**config.mk**
```make
export PLATFORM = sky130hd
export DESIGN_NAME = ctds_ctrl
export DESIGN_NICKNAME = d
export VERILOG_FILES = /design/src/hdl/ctds_pkg.sv /design/src/hdl/ctds_ctrl.sv
export SDC_FILE = /design/constraint.sdc
export NUM_CORES = 1
export LEC_CHECK = 0
export BUFFER_PORTS_ARGS = -buffer_cell sky130_fd_sc_hd__buf_2
export CAP_MARGIN = 40
export CORE_AREA = 2 2 39 41
export CTS_BUF_LIST = sky130_fd_sc_hd__clkbuf_8
export DETAILED_ROUTE_END_ITERATION = 7
export DIE_AREA = 0 0 41 43
export PLACE_DENSITY = 0.37
export SLEW_MARGIN = 20
export SYNTH_ARGS = -nofsm -noshare
export SYNTH_HDL_FRONTEND = slang
export SYNTH_SLANG_ARGS = --single-unit
```
**constraint.sdc**
```tcl
create_clock -name clk -period 1.4 [get_ports clk]
set_input_delay 0.14 -clock clk [delete_from_list [all_inputs] [get_ports clk]]
set_output_delay 0.14 -clock clk [all_outputs]
set_load 0.005 [all_outputs]
```
**src/hdl/ctds_pkg.sv**
```systemverilog
// Shared types for the call trace dedup store: beats, controller states, command and status.
package ctds_pkg;

	localparam int INDEX_W = 10;
	localparam int ADDR_W  = 64;

	typedef struct packed {
		logic              action;
		logic [ADDR_W-1:0] frame_address;
		logic              last_frame;
	} in_beat_t;

	typedef struct packed {
		logic [INDEX_W-1:0] trace_index;
		logic               store_cleared;
	} out_beat_t;

	typedef enum logic [2:0] {
		ST_IDLE,
		ST_START,
		ST_SCAN,
		ST_COPY,
		ST_TERM
	} ctl_state_t;

	typedef struct packed {
		logic take;
		logic scan_init;
		logic scan_step;
		logic copy_step;
		logic term_write;
	} ctl_cmd_t;

	typedef struct packed {
		logic close;
		logic scan_match;
		logic scan_append;
		logic copy_done;
	} dp_status_t;

endpackage

```
**src/hdl/ctds_ctrl.sv**
```systemverilog
// Controller state machine: sequences accept, store scan, trace copy and terminator write.
module ctds_ctrl (
	input  logic                clk,
	input  logic                arst_n,
	input  logic                start,
	input  ctds_pkg::dp_status_t status,
	output ctds_pkg::ctl_cmd_t   cmd,
	output logic                busy
);
	import ctds_pkg::*;

	ctl_state_t state_q;
	ctl_state_t state_nx;

	always_ff @(posedge clk or negedge arst_n) begin
		if (!arst_n) begin
			state_q <= ST_IDLE;
		end else begin
			state_q <= state_nx;
		end
	end

	always_comb begin
		state_nx = state_q;
		cmd      = '0;
		busy     = 1'b1;
		unique case (state_q)
			ST_IDLE: begin
				busy     = 1'b0;
				cmd.take = start;
				if (status.close) begin
					state_nx = ST_START;
				end
			end
			ST_START: begin
				cmd.scan_init = 1'b1;
				state_nx      = ST_SCAN;
			end
			ST_SCAN: begin
				cmd.scan_step = 1'b1;
				priority if (status.scan_match) begin
					state_nx = ST_IDLE;
				end else if (status.scan_append) begin
					state_nx = ST_COPY;
				end
			end
			ST_COPY: begin
				cmd.copy_step = 1'b1;
				if (status.copy_done) begin
					state_nx = ST_TERM;
				end
			end
			ST_TERM: begin
				cmd.term_write = 1'b1;
				state_nx       = ST_IDLE;
			end
			default: begin
				state_nx = ST_IDLE;
			end
		endcase
	end

endmodule

```
* After elaboration in Yosys (flattened, before gate mapping) *
Index checks and enable logic that the tools add are counted.

cells by class
  mux-type cells = 11
  reductions and logical operators = 2
  eq/ne operators = 7

operators by type and width
  kind                                                                    number
  3-bit two-way mux                                                       4
  3-bit one-hot mux with 4 select lines                                   1
  3-bit by 2-bit equality test with 1-bit output (second input constant)  2
  1-bit two-way mux                                                       6
  2-bit inequality test (second input constant)                           2
  3-bit by 1-bit equality test with 1-bit output (second input constant)  1
  3-bit equality test (second input constant)                             1
  3-bit zero test                                                         1
  3-bit inequality test (second input constant)                           1
  3-bit AND reduction                                                     1

storage, ports and cells
  output and inout port bits = 6
  bits in registers = 3
  logic and storage cells = 21

* Depth between registers and ports, before layout *
Gate-level depths: netlist of run 1.

  depth after elaboration = 3
  mapped depth = 3
  mapped depth without buffers = 2

* Least setup slack after synthesis of run 1 *
No wires, ideal clock.

  kind = register -> output
  start = reg state_q[1]
  end = out cmd[4] in the netlist's numbering
  required time = 1260 ps
  arrival = 934 ps
  slack = 326 ps
  cell stages (with the launch flop) = 4
  path through = dfrtp_1 > buf_6 > or3_1 > nor2_1

RTL lines
  what                    line             text
  from (decl)             ctds_ctrl.sv:12  ctl_state_t state_q;
  from (signal assigned)  ctds_ctrl.sv:19  state_q <= state_nx;
  to (decl)               ctds_ctrl.sv:7   output ctds_pkg::ctl_cmd_t cmd,

==> qor.txt, run 1 <==
die area = 0.001763 mm²
GRT Total Usage = 6.048%
Final ANT Viol Nets = 0
Logic pwr share = 44.3%
yosys synthesis warning count = 0
1st-iter DRT viols = 3
ranking of synthesized cells by area = dfrtp_1, or3b_1, nor2_1, buf_6, nand4bb_1
Top FF cell, synth = dfrtp_1
status = complete, no violations
VDD IR-drop max = 0.5288 mV
Cell Area, Synth = 195.2 µm²
share of layout cells above drive strength 1 = 53.66%
Mapped Cells = 22
Sum Neg Setup Slack = 0 ns
period utilization = 93.42%
Top Registers = state_q (3)
crit path max fanout = 2
io pins = 13
area delta synth->final = 76.92%
Final Hold Viols = 0
Largest stage delay, worst path = 0.38 ns
Net Sw Frac = 30.42%
unrepaired setup endpoints after global routing = no
Mapped Avg Cell Area = 8.872 µm²
Hold Path Class = in -> reg
Longest Clk Path Bufs = 2
number of global-route vias before repair = 186
pre-CTS setup slack = 0.2337 ns
CP Launch Type = flip-flop
CTS tree = done
grt total ovfl = 0
DR vias/cell = 3.702
LEAKAGE = 0.1778 nW
post-DP HPWL = 331.5 µm
cell-internal power = 0.4659 mW
Placer Congestion = 0.6367
WP data arrival = 1.17 ns
CTS H-tree lvls = 1
Synth top area share = 38.46%
Reg power frac = 20.3%
Worst-Margin Slew = 0.1450 ns
biggest area consumer among synthesized cells = dfrtp_1
initial antenna violation count = 0
sequential fraction of the synthesis area = 38.46%
Site Rows = 14
CTS Buf Count = 3
Largest register FFs = 3
Synth Net Count = 29
cell chain of the critical path = or3_1 -> nor2_1 -> buf_2
net switching power = 0.2037 mW
asr flop ratio synth = 100.0%
worst min-delay path endpoint = state_q[2]
worst-case clock skew = 0.002197 ns
Die W = 41 µm
crit path kind = reg -> out
Worst EP required = 1.26 ns
fill cell count = 167
FF-to-FF setup slack = 0.23 ns
fmax = 764.6 MHz
Root Driver = clkbuf_8
Ant. Diodes = 0
final worst slack = 0.09210 ns
nets = 49
Vias = 211
crit end category = output port
DIE HEIGHT = 43 µm
Critical R2R Launch = state_q[0]
number of port buffers = 12
Biggest register = state_q
Distinct cells, synth = 15
Register-to-Register Path Depth = 3
pwr dens = 1939 mW/mm²
first-pass GRT wire length = 676 µm
core area = 0.001384 mm²
CP bufs+invs = 1
Detailed Route WL = 458 µm
Clk pwr share = 35.4%
max_cap viols = 0
final setup violation count = 0
pin count of the biggest net entering global routing = 11
Initial Utilization = 14.10%
DRC viols = 0
Critical R2R Capture = state_q[0]
number of synthesized register bits = 3
Worst path slowest cell = dfrtp_2
Sink Count = 3
Slew headroom = 90.29%
delay-heaviest family, CP = simple AND/OR/NAND/NOR gates
Post-synth EDFFs = 0
drt first pass iters = 3
Min Clock Period, post-route = 1.308 ns
routed length per placed instance = 8.035 µm
max-slew violations = 0
Hold Path Origin = status[0]
Reg clk slew, reported paths = 0.03 ns
Hold Path Stages = 3
clock latency at the later pin of the worst-skew pair = 0.21 ns
## area by class of cell
type / instances / area (µm²) / share of cell area [%]
clock buffer: 3 / 41.29 / 11.96
clock inverter: 1 / 3.754 / 1.087
inverter: 2 / 7.507 / 2.174
multi-input combinational: 16 / 101.3 / 29.35
sequential: 3 / 78.83 / 22.83
tap: 16 / 20.02 / 5.797
timing repair buffer: 16 / 92.59 / 26.81
## synthesized netlist by cell type, types with 2 or more instances
master	number
inv_1	2
nor2_1	4
dfrtp_1	3
or3b_1	2
## cells in the final DEF, fill, tap and decap left out, drive strengths merged, types with 2 or more instances in the layout
master and instances:
nor2 4, dfrtp 3, buf 15, or3b 2, inv 3, clkbuf 3
## power groups by stage
stage	Sequential, mW	Combinational [mW]	Clock [mW]
after floorplan	0.145	0.173	0
final	0.136	0.297	0.237
after detailed placement	0.183	0.205	0
after global placement	0.184	0.207	0
after CTS	0.183	0.208	0.245
after global routing	0.138	0.337	0.255
## repair_timing
item | in CTS | in global routing
hold endpoints to repair | 3 | 0
resized for setup | 0 | 3
buffers inserted | 0 | 3
hold buffers | 1 | 0
setup endpoints to repair | 0 | 1
## stage by stage
| step | hold slack [ns] | instance area, µm² | power, mW | utilization [%] | std cells |
|---|---|---|---|---|---|
| finish | 0.1718 | 345.3 | 0.6696 | 24.95 | 57 |
| global route | 0.1852 | 345.3 | 0.7292 | 24.95 | 57 |
| CTS | 0.1731 | 319.1 | 0.6355 | 23.06 | 54 |
| detailed placement | -0.06420 | 264.0 | 0.3883 | 19.08 | 49 |
| global placement | -0.06015 | 264.0 | 0.3914 | 19.08 | 49 |
| floorplan | -0.1556 | 195.2 | 0.3182 | - | 22 |
## worst reg2reg max path, cell delays in order (launching register included)
cell	delay, ns
dfrtp_2	0.38
buf_4	0.15
or3b_1	0.36
a31oi_1	0.18
## metal layers
metal,share of wire (%),vias to the layer above,global-route usage [%]
met5,0,-,0
met4,0,0,6.000
met3,8.1,0,3.141
met2,44,8,6.250
met1,48,91,8.143
li1,-,112,-
## worst max-delay path by stage
stage                    start     end  slack [ns]  depth (start not counted)
floorplan           state_q[1]  cmd[4]        0.33                          3
global placement    state_q[0]  cmd[4]        0.24                          3
detailed placement  state_q[0]  cmd[4]        0.23                          3
CTS                 state_q[0]  cmd[4]       0.006                          3
global route        state_q[2]  cmd[4]        0.02                          3
finish              state_q[2]  cmd[4]        0.09                          3
## kinds of logic (layout without fill, tap and decap cells)
kind of cell | after synthesis | after routing | synth area share, %
AOI/OAI and AO/OA | 3 | 3 | 10.90
buffers and inverters | 3 | 22 | 9.616
DFF | 3 | 3 | 38.46
and+or+nand+nor | 13 | 13 | 41.03
Note: power is estimated with default switching activity, not from simulation.
==> run 2, diff against run 1 <==
Settings changed: SETUP_SLACK_MARGIN set to 0.15.
==> run 2 against run 1 <==
  * Die area is the same
  * Worst setup slack gained 0.019 ns
  * Clock skew is essentially flat
  * Register-to-register slack is essentially flat
  * Critical path type unchanged
  * Highest routed layer unchanged
==> qor.txt, run 2 (synthesis results as in run 1) <==
Vias = 216
max_cap viols = 0
status = complete, no violations
WP data arrival = 1.15 ns
Root Driver = clkbuf_8
final worst slack = 0.1111 ns
Slew headroom = 90.98%
drt first pass iters = 1
period utilization = 92.06%
core area = 0.001384 mm²
Post-DP Area = 264.0 µm²
grt total ovfl = 0
Hold Path Class = in -> reg
1st-iter DRT viols = 0
commonest non-fill, non-tap cells in the layout = buf_2, inv_1, nor2_1, clkbuf_8, buf_4
crit path kind = reg -> out
CP Launch Type = flip-flop
Final ANT Viol Nets = 0
area of the multi-input gates = 116.4 µm²
Worst EP required = 1.26 ns
number of global-route vias before repair = 191
die area = 0.001763 mm²
Seq. cell area = 77.57 µm²
Worst-Margin Slew = 0.1347 ns
finished layout cell area = 359.1 µm²
post-DP HPWL = 331.5 µm
Initial Utilization = 14.10%
Ant. Diodes = 0
CTS tree = done
CTS Buf Count = 3
cell chain of the critical path = or3_1 -> nor2_1 -> buf_2
initial antenna violation count = 0
Placer Congestion = 0.6367
area delta synth->final = 83.97%
share of layout cells above drive strength 1 = 58.54%
LEAKAGE = 0.1831 nW
Worst path slowest cell = or3_1
GRT Total Usage = 6.452%
crit path max fanout = 2
Largest stage delay, worst path = 0.38 ns
Min Clock Period, post-route = 1.289 ns
Sum Neg Setup Slack = 0 ns
Longest Clk Path Bufs = 2
DRC viols = 0
number of port buffers = 12
routed length per placed instance = 7.632 µm
Site Rows = 14
fmax = 775.9 MHz
nets = 49
clock latency at the later pin of the worst-skew pair = 0.21 ns
unrepaired setup endpoints after global routing = yes
worst-case clock skew = 0.001846 ns
pin count of the biggest net entering global routing = 10
DR vias/cell = 3.789
Sink Count = 3
first-pass GRT wire length = 731 µm
DIE HEIGHT = 43 µm
crit end category = output port
pre-CTS setup slack = 0.2337 ns
Biggest register = state_q
Largest register FFs = 3
max-slew violations = 0
final setup violation count = 0
VDD IR-drop max = 0.4963 mV
io pins = 13
Top Registers = state_q (3)
CTS H-tree lvls = 1
Die W = 41 µm
Final Hold Viols = 0
Reg clk slew, reported paths = 0.03 ns
fill cell count = 166
commonest non-fill, non-tap cell in the layout = buf_2
Detailed Route WL = 435 µm
pwr dens = 1934 mW/mm²
==> run 2: cell counts in the layout (fill, tap and decap cells not counted) <==
Identical to the previous run, type by type.
==> run 2: per-stage QoR <==
stage	hold WS (ns)	total power [mW]	instances	utilization (%)
6_report	0.1746	0.6947	57	25.95
5_1_grt	0.1892	0.7603	57	25.95
4_1_cts	0.1708	0.6852	57	24.86
3_5_place_dp	-0.06420	0.3883	49	19.08
3_3_place_gp	-0.06015	0.3914	49	19.08
2_1_floorplan	-0.1556	0.3182	22	-
==> run 2: timing repair <==
item / in CTS / in global routing
endpoints found under the hold margin: 3 / 0
gates resized for setup: 2 / 3
endpoints found under the setup margin: 2 / 5
hold buffers: 1 / 0
setup buffers: 3 / 0
pin swaps: 0 / 0
==> run 2: critical path: cells and delay by family (launching register included) <==
| family | cells | cell delay, ns |
|---|---|---|
| and+or+nand+nor | 2 | 0.46 |
| buffers and inverters | 1 | 0.11 |
| DFF | 1 | 0.36 |
==> run 2: cell type report <==
class                      instances  area share [%]
multi-input combinational         16           32.40
timing repair buffer              16           25.78
sequential                         3           21.60
clock buffer                       3           11.50
tap                               16           5.575
inverter                           2           2.091
clock inverter                     1           1.045
==> run 2: power breakdown <==
part | switching, mW | internal (mW) | total, mW | leakage, nW
Clock | 0.0513 | 0.186 | 0.237 | 0.0269
Sequential | 0.0123 | 0.122 | 0.134 | 0.0365
Combinational | 0.152 | 0.171 | 0.323 | 0.120
Total | 0.216 | 0.479 | 0.695 | 0.183
==> run 2: worst paths after layout <==
path                            start    endpoint  slack, ns  depth (start not counted)
max in group asynchronous      arst_n  state_q[0]       1.03                          2
min in group asynchronous      arst_n  state_q[1]       0.26                          2
setup reg to reg           state_q[0]  state_q[0]       0.23                          3
hold / removal              status[0]  state_q[2]       0.17                          3
setup / recovery           state_q[2]      cmd[4]       0.11                          3
hold reg to reg            state_q[2]  state_q[1]       0.53                          2
==> run 2: layer usage <==
layer	vias up	global-route usage, %	wire length [µm]
met5	-	0	0
met4	0	6.000	0
met3	0	3.141	37
met2	8	6.563	206
met1	95	9.121	191
li1	113	-	-
